===== config.mk =====
export PLATFORM = sky130hd
export DESIGN_NAME = sps_merge
export DESIGN_NICKNAME = d
export VERILOG_FILES = /design/src/rtl/sps_pkg.sv /design/src/rtl/sps_merge.sv
export SDC_FILE = /design/constraint.sdc
export NUM_CORES = 1
export LEC_CHECK = 0
export ABC_AREA = 1
export BUFFER_PORTS_ARGS = -buffer_cell sky130_fd_sc_hd__buf_2
export CORE_ASPECT_RATIO = 0.8
export CORE_MARGIN = 4
export CORE_UTILIZATION = 46
export CTS_BUF_LIST = sky130_fd_sc_hd__clkbuf_8
export DETAILED_ROUTE_END_ITERATION = 12
export PLACE_DENSITY = 0.95
export SLEW_MARGIN = 20
export SYNTH_ARGS = -nofsm -noshare
export SYNTH_HDL_FRONTEND = slang
export SYNTH_SLANG_ARGS = --single-unit
export TNS_END_PERCENT = 10

===== constraint.sdc =====
create_clock -name clk_i -period 11.8 [get_ports clk_i]
set_input_delay 1.77 -clock clk_i [delete_from_list [all_inputs] [get_ports clk_i]]
set_output_delay 1.77 -clock clk_i [all_outputs]
set_load 0.05 [all_outputs]

===== src/rtl/sps_pkg.sv =====
// Shared types and constants for the segment point sampler.
// No dependencies; every other file refers to it by scoped names.
package sps_pkg;

  localparam int MaxSteps = 63;
  localparam int NumLanes = 3;
  localparam int StepW    = 6;   // bits of the step count n
  localparam int RootW    = 33;  // bits of the integer square root
  localparam int RadW     = 66;  // bits of the squared length
  localparam int QuoW     = 34;  // bits of the lane dividend and quotient

  typedef struct packed {
    logic signed [31:0] start_x;
    logic signed [31:0] start_y;
    logic signed [31:0] start_z;
    logic signed [31:0] end_x;
    logic signed [31:0] end_y;
    logic signed [31:0] end_z;
  } seg_in_t;

  typedef struct packed {
    logic signed [31:0] point_x;
    logic signed [31:0] point_y;
    logic signed [31:0] point_z;
    logic               last;
    logic               capped;
  } pt_out_t;

  typedef struct packed {
    logic             load;       // capture one axis of a new item
    logic             div_load;   // start the per-axis division
    logic             div_step;   // one quotient bit
    logic             emit_init;  // reset the offset accumulator
    logic             emit_step;  // advance to the next point
    logic [StepW-1:0] n;          // step count
  } lane_ctl_t;

  typedef enum logic [2:0] {
    StIdle,
    StSquare,
    StSum,
    StSqrt,
    StNdiv,
    StLdiv,
    StEmit
  } state_e;

endpackage


===== src/rtl/sps_merge.sv =====
// Merging stage: gathers the three lane coordinates and the segment flags
// into one output item held in a register. Depends on sps_pkg.
module sps_merge (
  input  logic                clk_i,
  input  logic                rst_ni,
  input  logic                valid_i,
  output logic                ready_o,
  input  logic signed [31:0]  x_i,
  input  logic signed [31:0]  y_i,
  input  logic signed [31:0]  z_i,
  input  logic                last_i,
  input  logic                capped_i,
  output logic                out_valid_o,
  input  logic                out_ready_i,
  output sps_pkg::pt_out_t    out_o
);

  logic             valid_q;
  sps_pkg::pt_out_t data_q;

  assign ready_o     = !valid_q || out_ready_i;
  assign out_valid_o = valid_q;
  assign out_o       = data_q;

  always_ff @(posedge clk_i or negedge rst_ni) begin
    if (!rst_ni) begin
      valid_q <= 1'b0;
    end else if (ready_o) begin
      valid_q <= valid_i;
    end
  end

  always_ff @(posedge clk_i) begin
    if (ready_o && valid_i) begin
      data_q.point_x <= x_i;
      data_q.point_y <= y_i;
      data_q.point_z <= z_i;
      data_q.last    <= last_i;
      data_q.capped  <= capped_i;
    end
  end

endmodule


==> results.json <==
{
  "cts_setup_buffers": 0,
  "numCtsBuffers": 9,
  "fill_cells": 400,
  "skew_ns": 0.00702,
  "design_area_mm2": 0.00430,
  "relSlewSlack": 0.352,
  "status": "finished, final reports clean",
  "yosys.area_share.xor_xnor": 0,
  "final_layout_size_suffix_gt1_frac": 0.677,
  "fmax_mhz": 249,
  "yosys_warnings": 0,
  "antenna_found_initial": 0,
  "internal_power_mw": 0.515,
  "core-area_mm2": 0.00610,
  "setup_viol_count_final": 0,
  "syn-mean-instance-area_um2": 28.7,
  "hold_path_depth": 2,
  "yosysTopAreaCellShare": 0.985,
  "place_area_mm2": 0.00411,
  "clock_sinks": 99,
  "die_h_um": 80.1,
  "fin_crit_sh": 0.341,
  "vias": 1861,
  "final.setup.tns_ns": 0,
  "synthTopCellsByCount": "98 x edfxtp_1, 2 x inv_1, 2 x nand2_1",
  "wirelength_um": 7450,
  "cts_buffer_depth": 2,
  "tightest_slew_ns": 0.970,
  "period_minus_slack_ns": 4.02,
  "synthArstFlopShare": 0.0101,
  "gp_congestion": 0.795,
  "dpl.cell_count": 387,
  "synth_cell_types": 5,
  "gr-usage-all-layers": 0.185,
  "synth.most_common_cell": "edfxtp_1",
  "synth_area_mm2": 0.00299,
  "hold_violations": 0,
  "cts_tree": "built",
  "p_sw_frac": 0.288,
  "vias_per_cell": 4.62,
  "diodes": 0,
  "hold_class": "reg2reg",
  "pre_cts_ws_ns": 7.77,
  "rsz0062_at_grt": "false",
  "drcViolationCount": 0,
  "r2r_cells": 2,
  "synthMuxAreaShare": 0,
  "synth-edff-count": 98,
  "post_cts_resized": 0,
  "drt_iter0_drc": 61,
  "p_clk_frac": 0.274,
  "antenna_left": 0,
  "synth_compound_area_frac": 0.00168,
  "regToRegStartpoint": "out_valid_o$_DFFE_PN0P_",
  "grt_pass1_wl_um": 10500,
  "cts_root_buffer": "clkbuf_8",
  "holdPathEnd": "out_valid_o$_DFFE_PN0P_",
  "grt_overflow": 0,
  "seq_power_share": 0.574,
  "clk_latency_ns": 0.35,
  "synth-seq-cells": 99,
  "design_power_total_mw": 0.723,
  "critPathCaptureType": "primary output",
  "wl_per_cell_um": 18.5,
  "synthFlopType": "edfxtp_1",
  "cp.required_ns": 10.03,
  "port_buffers": 201,
  "power.leakage_nw": 1.86,
  "p_comb_frac": 0.152,
  "synthToLayoutAreaGrowth_pct": 43.9,
  "stdcell_count": 403,
  "synth_area_leaders": "edfxtp_1 98%, dfrtp_1 0.84%, inv_1 0.25%, nand2_1 0.25%, a21oi_1 0.17%",
  "hp-start": "out_valid_o$_DFFE_PN0P_",
  "grt_pass1_vias": 1882,
  "rrSetupSlack_ns": 9.43,
  "worst_ir_drop_vdd_mv": 0.105,
  "layout.nets": 419,
  "fp.dieW_um": 98.1,
  "worst_slack_ns": 7.78,
  "dpl.hpwl_um": 5930,
  "die_area_mm2": 0.00786,
  "drv_cap": 0,
  "htreeDepth": 3,
  "postCtsHoldBufs": 0,
  "ys_seq_area_frac": 0.993,
  "power_density_mw_per_mm2": 168,
  "synth_cells": 104,
  "first_pass_iters": 4,
  "synth_top_area_cell": "edfxtp_1",
  "worstSetupPathType": "in2out",
  "arrival_ns": 2.25,
  "initial_core_util": 0.490,
  "r2r_end": "out_o[41]$_DFFE_PP_",
  "synthSimpleGateAreaFrac": 0.00251,
  "slew_violations": 0,
  "worst-path-max-fanout": 2,
  "p_switching_mw": 0.208,
  "rows": 25,
  "io_pins": 202,
  "synth_nets": 206,
  "grt_max_degree": 68,
  "synthAdderAreaFrac": 0,
  "clkTransAtPathRegs_ns": 0.09,
  "start_kind": "input port",
  "synth_top_family_by_area": "buffers and inverters"
}
layout make-up:
cell class | instances | area, um^2 | area share
inverters | 2 | 7.51 | 0.00175
well taps | 81 | 101 | 0.0236
repair buffers | 202 | 1010 | 0.236
clock buffers | 9 | 124 | 0.0288
clock inverters | 7 | 61.3 | 0.0143
multi-input cells | 3 | 23.8 | 0.00553
flip-flops and latches | 99 | 2970 | 0.690
worst max path at each step:
stage	startpoint	cells past startpoint	to	slack, ns
detailed placement	out_ready_i	4	ready_o	7.77
floorplan	valid_i	2	out_o[0]$_DFFE_PP_	4.67
global placement	out_ready_i	4	ready_o	7.79
finish	out_ready_i	4	ready_o	7.78
CTS	out_ready_i	4	ready_o	7.77
global route	out_ready_i	4	ready_o	7.73
sequential cells by signal (all words and copies together), names as in the netlist:
signal	flops
out_o	98
out_valid_o	1
layer usage:
layer,GRT usage,share of wire,wire [um],up-vias
met1,0.181,0.33,2460,895
met3,0.0755,0.085,634,12
li1,-,-,-,841
met4,0.0705,0.019,143,0
met5,0,0,0,-
met2,0.350,0.56,4200,113
cell usage in the layout (no fill, tap or decap), drive strengths merged:
master and instances:
buf 202, nand2 2, a21oi 1, edfxtp 98, dfrtp 1, clkbuf 9, inv 6, clkinv 3
stage by stage:
stage                     hold slack, ns  utilization
final                              0.590        0.705
after CTS                          0.601        0.705
after detailed placement           0.581        0.674
after global placement             0.553        0.674
after global routing               0.632        0.705
after floorplan                     1.13            -
kinds of logic (layout without fill, tap and decap cells):
group	count (synthesis)	after routing
AO/OA/AOI/OAI	1	1
buffers and inverters	2	220
flip-flops	99	99
AND/OR/NAND/NOR	2	2
power by group through the flow:
stage | Clock [mW] | Sequential (mW) | Combinational, mW
floorplan | 0 | 0.492 | 0.00743
global placement | 0 | 0.422 | 0.109
detailed placement | 0 | 0.423 | 0.111
CTS | 0.202 | 0.415 | 0.111
global route | 0.221 | 0.417 | 0.114
finish | 0.198 | 0.415 | 0.110
worst max-delay path, cell delays in order:
cell	delay (ns)
buf_2	0.09
inv_1	0.09
nand2_1	0.08
buf_2	0.21
Power figures use the tool's default switching activity.
