$ cat config.mk
export PLATFORM = sky130hd
export DESIGN_NAME = sps_sqrt
export DESIGN_NICKNAME = d
export VERILOG_FILES = /design/src/rtl/sps_pkg.sv /design/src/rtl/sps_sqrt.sv
export SDC_FILE = /design/constraint.sdc
export NUM_CORES = 1
export LEC_CHECK = 0
export BUFFER_PORTS_ARGS = -buffer_cell sky130_fd_sc_hd__clkbuf_2
export CORE_AREA = 4 4 102 201
export CTS_CLUSTER_SIZE = 30
export DETAILED_ROUTE_END_ITERATION = 10
export DIE_AREA = 0 0 106 205
export PLACE_DENSITY = 0.75
export SLEW_MARGIN = 10
export SYNTH_ARGS = -nofsm -noshare
export SYNTH_HDL_FRONTEND = slang
export SYNTH_SLANG_ARGS = --single-unit
$ cat constraint.sdc
create_clock -name clk_i -period 4.5 [get_ports clk_i]
set_input_delay 0.45 -clock clk_i [delete_from_list [all_inputs] [get_ports clk_i]]
set_output_delay 0.45 -clock clk_i [all_outputs]
set_load 0.05 [all_outputs]
$ cat src/rtl/sps_pkg.sv
// Shared types and constants for the segment point sampler.
// No dependencies; every other file refers to it by scoped names.
package sps_pkg;

  localparam int MaxSteps = 63;
  localparam int NumLanes = 3;
  localparam int StepW    = 6;   // bits of the step count n
  localparam int RootW    = 33;  // bits of the integer square root
  localparam int RadW     = 66;  // bits of the squared length
  localparam int QuoW     = 34;  // bits of the lane dividend and quotient

  typedef struct packed {
    logic signed [31:0] start_x;
    logic signed [31:0] start_y;
    logic signed [31:0] start_z;
    logic signed [31:0] end_x;
    logic signed [31:0] end_y;
    logic signed [31:0] end_z;
  } seg_in_t;

  typedef struct packed {
    logic signed [31:0] point_x;
    logic signed [31:0] point_y;
    logic signed [31:0] point_z;
    logic               last;
    logic               capped;
  } pt_out_t;

  typedef struct packed {
    logic             load;       // capture one axis of a new item
    logic             div_load;   // start the per-axis division
    logic             div_step;   // one quotient bit
    logic             emit_init;  // reset the offset accumulator
    logic             emit_step;  // advance to the next point
    logic [StepW-1:0] n;          // step count
  } lane_ctl_t;

  typedef enum logic [2:0] {
    StIdle,
    StSquare,
    StSum,
    StSqrt,
    StNdiv,
    StLdiv,
    StEmit
  } state_e;

endpackage

$ cat src/rtl/sps_sqrt.sv
// Digit-by-digit integer square root, one result bit per cycle, with
// round-to-nearest on the result. Depends on sps_pkg.
module sps_sqrt (
  input  logic                       clk_i,
  input  logic                       rst_ni,
  input  logic                       start_i,
  input  logic [sps_pkg::RadW-1:0]   rad_i,
  output logic                       done_o,
  output logic [sps_pkg::RootW:0]    len_o
);

  logic [sps_pkg::RadW-1:0]  rad_q;
  logic [sps_pkg::RootW-1:0] root_q;
  logic [34:0]               rem_q;
  logic [5:0]                cnt_q;
  logic                      busy_q;
  logic                      done_q;

  logic [36:0]               rem_sh;
  logic [36:0]               trial;
  logic [36:0]               diff;

  assign rem_sh = {rem_q, rad_q[sps_pkg::RadW-1 -: 2]};
  assign trial  = {2'b0, root_q, 2'b01};
  assign diff   = rem_sh - trial;
  assign done_o = done_q;
  assign len_o  = {1'b0, root_q} + ((rem_q > {2'b0, root_q}) ? 34'd1 : 34'd0);

  always_ff @(posedge clk_i or negedge rst_ni) begin
    if (!rst_ni) begin
      busy_q <= 1'b0;
      done_q <= 1'b0;
      cnt_q  <= '0;
    end else begin
      done_q <= 1'b0;
      if (start_i) begin
        busy_q <= 1'b1;
        cnt_q  <= 6'(sps_pkg::RootW - 1);
      end else if (busy_q) begin
        cnt_q <= cnt_q - 6'd1;
        if (cnt_q == '0) begin
          busy_q <= 1'b0;
          done_q <= 1'b1;
        end
      end
    end
  end

  always_ff @(posedge clk_i) begin
    if (start_i) begin
      rad_q  <= rad_i;
      root_q <= '0;
      rem_q  <= '0;
    end else if (busy_q) begin
      rad_q <= {rad_q[sps_pkg::RadW-3:0], 2'b00};
      if (rem_sh >= trial) begin
        rem_q  <= diff[34:0];
        root_q <= {root_q[sps_pkg::RootW-2:0], 1'b1};
      end else begin
        rem_q  <= rem_sh[34:0];
        root_q <= {root_q[sps_pkg::RootW-2:0], 1'b0};
      end
    end
  end

endmodule

==> impl_metrics.toml <==
[outcome]
run_status = "finished clean"

[sta]
hold_viol = 0
period_share_pct = 95.8
skew_ns = 0.00763
final-max-slew-violation-count = 0
worst_slack_ns = 0.190
period_minus_slack_ns = 4.31
max_freq_mhz = 232
setup_viol = 0
slew-limit-headroom_pct = 22.8
tightestPinTransition_ns = 1.15

[power]
power.share.switching_pct = 41.2
peakVddDrop_mv = 0.372
combPwrFrac_pct = 52.7
finalPower_mw = 7.03
p_seq_share_pct = 26.8
clkPwrFrac_pct = 20.5
p_switching_mw = 2.90
leakagePower_nw = 4.52
cellPowerDensity_mw_per_mm2 = 664
internal_power_mw = 4.13

[placement]
dp_hpwl_mm = 16.3
pre_cts_ws_ns = 0.188
routabilityCongestion = 0.966
port_buffers = 103
place_area_mm2 = 0.00975

[yosys]
syn_area_mm2 = 0.00861
synth_xor_area_share_pct = 6.00
yosys.area_share.simple_pct = 15.6
synth_top_cell_area_share_pct = 23.0
synth-edff-count = 66
synthDistinctLibCells = 62
synth_top_area_cell = "edfxtp_1"
synthArstFlopShare_pct = 5.63
synth_compound_area_share_pct = 12.0
syn_nets = 994
synthTopCellsByCount = "nor2_1 (111), mux2_2 (72), dfxtp_1 (68)"
synth_top_family_by_area = "simple AND/OR/NAND/NOR gates"
synthCells = 885
synth.most_common_cell = "nor2_1"
syn_avg_cell_area_um2 = 9.73
synthMuxAreaShare_pct = 15.5
yosys-top-cells-area = "edfxtp_1 (23%), dfxtp_1 (16%), mux2_2 (9.4%), ha_1 (5.8%), mux2i_1 (5.6%)"
ys_warn_count = 0
ys_seq_area_share_pct = 41.2
synth_ff_type = "dfxtp_1"
ys_seq_elements = 142
synthAdderAreaFrac_pct = 5.81

[clock_tree]
cts_buffer_depth = 2
cts_tree = "yes"
post_cts_buffers = 0
h-tree-depth = 4
cts-root-buf = "clkbuf_16"
clk_pin_slew_ns = 0.07
clock-sinks = 142
worstSkewPairLatency_ns = 0.43
cts_made_buffers = 17

[worst_setup_path]
endpoint_kind = "output port"
path_class = "reg2out"
cp_max_fo = 7
arrival_ns = 3.86
crit_required_ns = 4.05
startpoint_type = "register"

[global_routing]
overflow = 0
grt_max_degree = 84
grt_antenna_before_repair = 0
grt_pass1_wl_mm = 35.3
grt_pass1_vias = 7485
track_usage_pct = 20.4

[die]
initial_core_util_pct = 45.7
die_x_um = 106
die-area_mm2 = 0.0217
std_cell_rows = 71
die_h_um = 205
core_area_mm2 = 0.0188
ios = 104

[final_layout]
drive_above_1_share_pct = 29.0
stdcell_area_mm2 = 0.0106
finalCoreUtilization_pct = 56.2
finalNetCount = 1109
diodes = 0
area_delta_synth_final_pct = 23.0

[drt]
via_per_inst = 5.59
wl_per_cell_um = 17.2
drtPass1Iterations = 7
remaining_drc_errors = 0
drt_first_iter_violations = 305
vias = 7083
routed_wl_mm = 21.8
antenna_left = 0

[min_path]
min_path_type = "in2reg"

[flow_run]
drv_cap = 0
==> critical path, cell delays in order (launching register included) <==
cell,delay [ns]
dfxtp_1,0.44
inv_1,0.16
ha_2,0.40
and3_1,0.23
nand3_1,0.18
o21ai_0,0.25
o21a_1,0.16
ha_1,0.16
ha_2,0.20
nand2_1,0.06
nor2_1,0.13
nand3_1,0.13
nor2_2,0.14
and2_4,0.21
nand2b_4,0.09
nor3_4,0.15
xnor2_2,0.15
buf_12,0.16
==> through the flow <==
| step | setup TNS, ns | hold slack (ns) | instances |
|---|---|---|---|
| after global placement | 0 | 0.309 | 1235 |
| after global routing | -0.0744 | 0.314 | 1268 |
| after detailed placement | 0 | 0.305 | 1235 |
| after CTS | -0.120 | 0.293 | 1268 |
| final | 0 | 0.308 | 1268 |
| after floorplan | 0 | 0.154 | 885 |
==> registers in the layout, summed over array words and instances, names as in the netlist <==
name,cells
rad_q,66
rem_q,35
root_q,33
cnt_q,6
busy_q,1
done_o,1
==> power groups by stage <==
| stage | sequential (mW) | combinational, mW | clock (mW) |
|---|---|---|---|
| floorplan | 1.80 | 2.75 | 0 |
| global placement | 1.89 | 3.49 | 0 |
| detailed placement | 1.90 | 3.54 | 0 |
| CTS | 1.88 | 3.59 | 1.47 |
| global route | 1.92 | 4.07 | 1.52 |
| finish | 1.88 | 3.71 | 1.45 |
==> per-layer routing <==
metal  track usage [%]  routed length, um  vias up
li1                  -                  -     3416
met4              13.3               1350        0
met5                 0                  0        -
met2              39.1              12100      212
met1              18.8               7430     3369
met3              4.54                974       86
==> worst paths after layout <==
| check | from | end | slack [ns] | depth (start not counted) |
|---|---|---|---|---|
| min | rad_i[0] | rad_q[0]$_SDFFCE_PN0P_ | 0.31 | 2 |
| min reg2reg | rem_q[1]$_SDFFE_PP0P_ | rem_q[1]$_SDFFE_PP0P_ | 0.50 | 2 |
| max reg2reg | root_q[0]$_SDFFE_PP0P_ | rem_q[33]$_SDFFE_PP0P_ | 0.84 | 10 |
| max | root_q[28]$_SDFFE_PP0P_ | len_o[30] | 0.19 | 17 |
| min in group asynchronous | rst_ni | cnt_q[3]$_DFFE_PN0P_ | 0.40 | 2 |
| max in group asynchronous | rst_ni | busy_q$_DFF_PN0_ | 3.90 | 2 |
==> layout by cell type, fill, tap and decap left out, types with 19 or more instances in the layout <==
| cell | count |
|---|---|
| nor2_1 | 106 |
| mux2i_1 | 48 |
| nand3_1 | 21 |
| mux2_2 | 72 |
| nor3_1 | 19 |
| a211oi_1 | 31 |
| ha_1 | 29 |
| nand2_1 | 49 |
| inv_1 | 43 |
| dfxtp_1 | 64 |
| xnor2_1 | 46 |
| a21oi_1 | 44 |
| edfxtp_1 | 66 |
| clkbuf_2 | 88 |
| buf_4 | 34 |
==> final cells by class <==
type / instances / area (um2)
repair buffers: 138 / 993
fillers: 1688 / 8250
multi-input cells: 657 / 4960
clock inverters: 15 / 171
inverters: 44 / 165
well taps: 255 / 319
clock buffers: 17 / 425
flip-flops and latches: 142 / 3550
==> logic make-up (layout without fill, tap and decap cells) <==
group                      Yosys count  in the layout
and+or+nand+nor                    281            281
buffers and inverters               86            214
DFF                                142            142
AOI/OAI and AO/OA                  153            153
muxes                              124            124
adders and majority gates           40             40
xor gates and xnor gates            59             59
==> timing repair <==
| action | CTS | global route |
|---|---|---|
| setup endpoints to repair | 12 | 18 |
| gates resized for setup | 9 | 43 |
| hold buffers | 1 | 0 |
| hold endpoints to repair | 8 | 0 |
| pin swaps | 1 | 6 |
Note: power is estimated with default switching activity, not from simulation.
