===== src/rtl/sps_pkg.sv =====
// Shared types and constants for the segment point sampler.
// No dependencies; every other file refers to it by scoped names.
package sps_pkg;

  localparam int MaxSteps = 63;
  localparam int NumLanes = 3;
  localparam int StepW    = 6;   // bits of the step count n
  localparam int RootW    = 33;  // bits of the integer square root
  localparam int RadW     = 66;  // bits of the squared length
  localparam int QuoW     = 34;  // bits of the lane dividend and quotient

  typedef struct packed {
    logic signed [31:0] start_x;
    logic signed [31:0] start_y;
    logic signed [31:0] start_z;
    logic signed [31:0] end_x;
    logic signed [31:0] end_y;
    logic signed [31:0] end_z;
  } seg_in_t;

  typedef struct packed {
    logic signed [31:0] point_x;
    logic signed [31:0] point_y;
    logic signed [31:0] point_z;
    logic               last;
    logic               capped;
  } pt_out_t;

  typedef struct packed {
    logic             load;       // capture one axis of a new item
    logic             div_load;   // start the per-axis division
    logic             div_step;   // one quotient bit
    logic             emit_init;  // reset the offset accumulator
    logic             emit_step;  // advance to the next point
    logic [StepW-1:0] n;          // step count
  } lane_ctl_t;

  typedef enum logic [2:0] {
    StIdle,
    StSquare,
    StSum,
    StSqrt,
    StNdiv,
    StLdiv,
    StEmit
  } state_e;

endpackage


===== src/rtl/sps_lane.sv =====
// One coordinate axis of the sampler: delta, square, step division and
// the running offset of each emitted point. Depends on sps_pkg.
module sps_lane (
  input  logic                    clk_i,
  input  sps_pkg::lane_ctl_t      ctl_i,
  input  logic signed [31:0]      start_i,
  input  logic signed [31:0]      end_i,
  output logic [64:0]             sq_o,
  output logic signed [31:0]      point_o
);

  logic signed [31:0]          start_q;
  logic [32:0]                 mag_q;
  logic                        neg_q;
  logic [64:0]                 sq_q;
  logic [sps_pkg::QuoW-1:0]    div_q;
  logic [7:0]                  rem_q;
  logic [32:0]                 off_q;
  logic [7:0]                  er_q;

  logic signed [32:0]          delta;
  logic [65:0]                 prod;
  logic [7:0]                  den;
  logic [7:0]                  trial;
  logic [8:0]                  er_sum;
  logic [33:0]                 off_inc;
  logic signed [33:0]          pt_wide;
  logic signed [33:0]          off_s;

  assign delta = 33'(end_i) - 33'(start_i);
  assign prod  = {33'b0, mag_q} * {33'b0, mag_q};
  assign den   = {1'b0, ctl_i.n, 1'b0};
  assign trial = {rem_q[6:0], div_q[sps_pkg::QuoW-1]};
  assign er_sum = {1'b0, er_q} + {1'b0, rem_q};

  always_comb begin
    if (er_sum >= {1'b0, den}) begin
      off_inc = {1'b0, off_q} + {1'b0, div_q[32:0]} + 34'd1;
    end else begin
      off_inc = {1'b0, off_q} + {1'b0, div_q[32:0]};
    end
  end

  assign off_s   = {1'b0, off_q};
  assign pt_wide = neg_q ? (34'(start_q) - off_s) : (34'(start_q) + off_s);
  assign point_o = pt_wide[31:0];
  assign sq_o    = sq_q;

  always_ff @(posedge clk_i) begin
    sq_q <= prod[64:0];
    if (ctl_i.load) begin
      start_q <= start_i;
      neg_q   <= delta[32];
      mag_q   <= delta[32] ? 33'(-delta) : 33'(delta);
    end
    if (ctl_i.div_load) begin
      div_q <= {mag_q, 1'b0};
      rem_q <= '0;
    end else if (ctl_i.div_step) begin
      if (trial >= den) begin
        rem_q <= trial - den;
        div_q <= {div_q[sps_pkg::QuoW-2:0], 1'b1};
      end else begin
        rem_q <= trial;
        div_q <= {div_q[sps_pkg::QuoW-2:0], 1'b0};
      end
    end
    if (ctl_i.emit_init) begin
      off_q <= '0;
      er_q  <= {2'b0, ctl_i.n};
    end else if (ctl_i.emit_step) begin
      off_q <= off_inc[32:0];
      if (er_sum >= {1'b0, den}) begin
        er_q <= 8'(er_sum - {1'b0, den});
      end else begin
        er_q <= er_sum[7:0];
      end
    end
  end

endmodule


===== config.mk =====
export PLATFORM = sky130hd
export DESIGN_NAME = sps_lane
export DESIGN_NICKNAME = d
export VERILOG_FILES = /design/src/rtl/sps_pkg.sv /design/src/rtl/sps_lane.sv
export SDC_FILE = /design/constraint.sdc
export NUM_CORES = 2
export LEC_CHECK = 0
export ABC_CLOCK_PERIOD_IN_PS = 11200
export BUFFER_PORTS_ARGS = -buffer_cell sky130_fd_sc_hd__clkbuf_2
export CAP_MARGIN = 10
export CORE_MARGIN = 4
export CORE_UTILIZATION = 38
export CTS_CLUSTER_DIAMETER = 50
export DETAILED_ROUTE_END_ITERATION = 12
export GPL_TIMING_DRIVEN = 1
export PLACE_DENSITY = 0.52
export SLEW_MARGIN = 20
export SYNTH_ARGS = -nofsm -noshare
export SYNTH_HDL_FRONTEND = slang
export SYNTH_SLANG_ARGS = --single-unit

===== constraint.sdc =====
create_clock -name clk_i -period 11.2 [get_ports clk_i]
set_clock_uncertainty 0.2 [all_clocks]
set_input_delay 0.56 -clock clk_i [delete_from_list [all_inputs] [get_ports clk_i]]
set_output_delay 0.56 -clock clk_i [all_outputs]
set_load 0.02 [all_outputs]

==> out/qor.yml <==
status: "complete, no violations"
die_height_um: 352
worst_pin_slew_ns: 1.11
syn_inst: 4907
coreArea_um2: 117000
antenna_found_initial: 2
avgRoutedWirePerCell_um: 18.8
grt-ovfl-total: 0
ys_async_sr_fraction_pct: 0
h-tree-depth: 2
avgViaCountPerCell: 4.96
cts_buffers: 44
critPathLaunchType: "register"
ctsRootBufferMaster: "clkbuf_16"
crit_path_end_kind: "register"
slew_headroom_pct: 25.9
ys_warn_count: 0
totalWireLength_um: 124000
timing_max_transition_violations_final: 0
rsz0062_at_grt: "false"
cts_sinks: 212
critPathMaxFanout: 17
num_vias: 32754
grt_pass1_wl_um: 197000
synth_edf_count: 105
drtPass1Iterations: 6
syn_nets: 6228
die_w_um: 352
avgSynthCellArea_um2: 9.15
drive_gt1_share_pct: 6.81
critPathRequiredTime_ns: 11.54
ys_seq_elements: 212
syn_area_um2: 44900
dieArea_um2: 124000
area_growth_pct: 10.1
grt_pass1_vias: 34931
path_class: "register to register"
synth.area.top_cells: "fa_1 (39%), ha_1 (11%), inv_1 (10%), edfxtp_1 (7.0%), dfxtp_1 (4.8%)"
hpwl_um: 101000
ys_types: 94
grt_max_degree: 67
start_util_pct: 38.4
grt.busiest_layer: "met2"
numPortBuffers: 171
drc: 0
insertion_delay_ns: 0.64
maxCapViolCount: 0
routabilityCongestion: 0.855
yosys.area.top_type: "fa_1"
clock.fmax_ghz: 0.102
yosysSeqAreaShare_pct: 11.8
grtUsageMet1_pct: 28.5
met2_usage_pct: 33.5
setup_viol: 0
period_share_pct: 87.7
ys.flop_type: "dfxtp_1"
fin_nets: 6366
met3_usage_pct: 3.62
num_rows: 125
cts.reportedPaths.clkPinSlew_ns: 0.05
cts_setup_buffers: 0
final-hold-violation-count: 0
cts_tree: "done"
drt_iter0_markers: 1780
arrival_ns: 10.16
whs_ns: 0.120
io_pins: 173
fin_tns_setup_ns: 0
grt_util_all_layers_pct: 20.5
yosysTopAreaCellShare_pct: 38.6
clockBufferDepth: 3
ant_nets: 0
finalCriticalPeriod_ns: 9.82
hold_path.class: "primary input to register"
-- through the flow --
stage | util, % | cells | setup WS (ns) | area [um2]
3_3_place_gp | 40.6 | 6489 | 1.75 | 47500
6_report | 42.3 | 6606 | 1.38 | 49400
5_1_grt | 42.3 | 6605 | 1.14 | 49400
2_1_floorplan | - | 4907 | 3.28 | 44900
3_5_place_dp | 40.6 | 6489 | 1.51 | 47500
4_1_cts | 42.3 | 6605 | 1.50 | 49400
-- placed cells by master, fill, tap and decap left out, types with 11 or more instances in the layout --
cell type	Yosys	layout
o31ai_1	11	11
ha_1	380	380
a211oi_1	43	43
mux2i_1	20	20
nor2_1	217	216
and3_1	24	24
nor3_1	42	42
a21oi_1	193	193
a31oi_1	27	27
o21bai_1	25	25
dfxtp_1	107	107
edfxtp_1	105	105
nand2b_1	21	21
nor2b_1	30	30
or3_1	13	13
fa_1	865	865
inv_1	1236	1236
a21o_1	92	92
xor2_1	80	80
clkbuf_2	1	170
o21ai_0	91	91
xnor2_1	162	162
nand3_1	56	56
o21a_1	22	22
nand4_1	28	28
and2_1	232	232
buf_4	1	58
a22o_1	31	31
clkbuf_16	0	45
dlygate4sd3_1	0	34
nand2_1	393	393
-- worst max-delay path, cell delays in order (launching register included) --
cell       delay [ns]
edfxtp_1         1.08
nand2_1          0.24
fa_1             0.56
fa_1             0.54
inv_1            0.05
fa_1             0.47
inv_1            0.05
fa_1             0.52
inv_1            0.05
fa_1             0.48
fa_1             0.53
fa_1             0.50
inv_1            0.05
fa_1             0.47
inv_1            0.04
ha_1             0.41
a21oi_1          0.37
o21ai_0          0.14
a31oi_1          0.17
o221ai_1         0.15
o2111ai_1        0.62
o21ba_2          0.26
o211ai_1         0.25
a21boi_0         0.57
o21ai_0          0.34
a311oi_1         0.41
xnor2_1          0.16
-- area by class of cell --
class	count	area, um2
clock inverters	26	418
flip-flops and latches	212	5300
clock buffers	56	1200
multi-input cells	3285	34300
repair buffers	263	1630
well taps	1524	1910
diodes	1	2.50
inverters	1239	4650
fillers	11535	67400
-- synth_stat cells (7+ instances only) --
library cell,n
nor3_1,42
o31a_1,9
and3_1,24
fa_1,865
and4_1,8
clkbuf_1,155
nand3_1,56
nor2b_1,30
a22o_1,31
ha_1,380
nand2_1,393
or2_2,9
nor4_1,8
xor2_1,80
a211oi_1,43
and2_1,232
nand4_1,28
o21ai_0,91
inv_1,1236
a21oi_1,193
dfxtp_1,107
a21boi_0,8
o21bai_1,25
o31ai_1,11
nor2_1,217
o211ai_1,9
a21o_1,92
buf_1,9
a31oi_1,27
o21a_1,22
nor3b_1,7
nand2b_1,21
or3_1,13
edfxtp_1,105
xnor2_1,162
nand3b_1,9
mux2i_1,20
a211o_1,8
-- path summary, 6_finish.rpt --
check | start | end | slack, ns | cells after the start
max reg2reg | mag_q[23]$_DFFE_PP_ | sq_o[61]$_DFF_P_ | 1.38 | 26
min | ctl_i[0] | er_q[0]$_DFFE_PP_ | 0.12 | 2
max | mag_q[23]$_DFFE_PP_ | sq_o[61]$_DFF_P_ | 1.38 | 26
min reg2reg | er_q[7]$_SDFFE_PP0P_ | er_q[7]$_SDFFE_PP0P_ | 0.27 | 2
-- flip-flops by register name, indices dropped and copies added, names as in the netlist --
name	count
div_q	34
er_q	8
mag_q	33
neg_q	1
off_q	32
rem_q	8
sq_o	64
start_q	32
-- timing repair --
| action | CTS | global route |
|---|---|---|
| setup endpoints to repair | 0 | 0 |
| hold buffers | 34 | 0 |
| hold endpoints to repair | 34 | 0 |
| gates resized for setup | 0 | 0 |
-- routing by layer --
metal  part of all wire, %  vias to the layer above  wire length [um]
li1                      -                    15455                 -
met4                   2.4                        2              3010
met1                    45                    16407             56300
met5                 0.012                        -                15
met2                    46                      749             57500
met3                   5.7                      141              7050
-- kinds of logic (layout without fill, tap and decap cells) --
kind of cell	count (synthesis)	after routing	share of synthesized area (%)
other	1	2	0.00835
muxes	25	25	0.571
DFF	212	212	11.8
and+or+nand+nor	1128	1128	12.4
AOI/OAI and AO/OA	644	644	9.60
xor gates and xnor gates	242	242	4.72
buffers and inverters	1410	1584	11.8
adders and majority gates	1245	1245	49.1
Power is left out: the tool's default activity adds up to more than one toggle a clock period on the data nets, which glitch-free logic cannot reach.
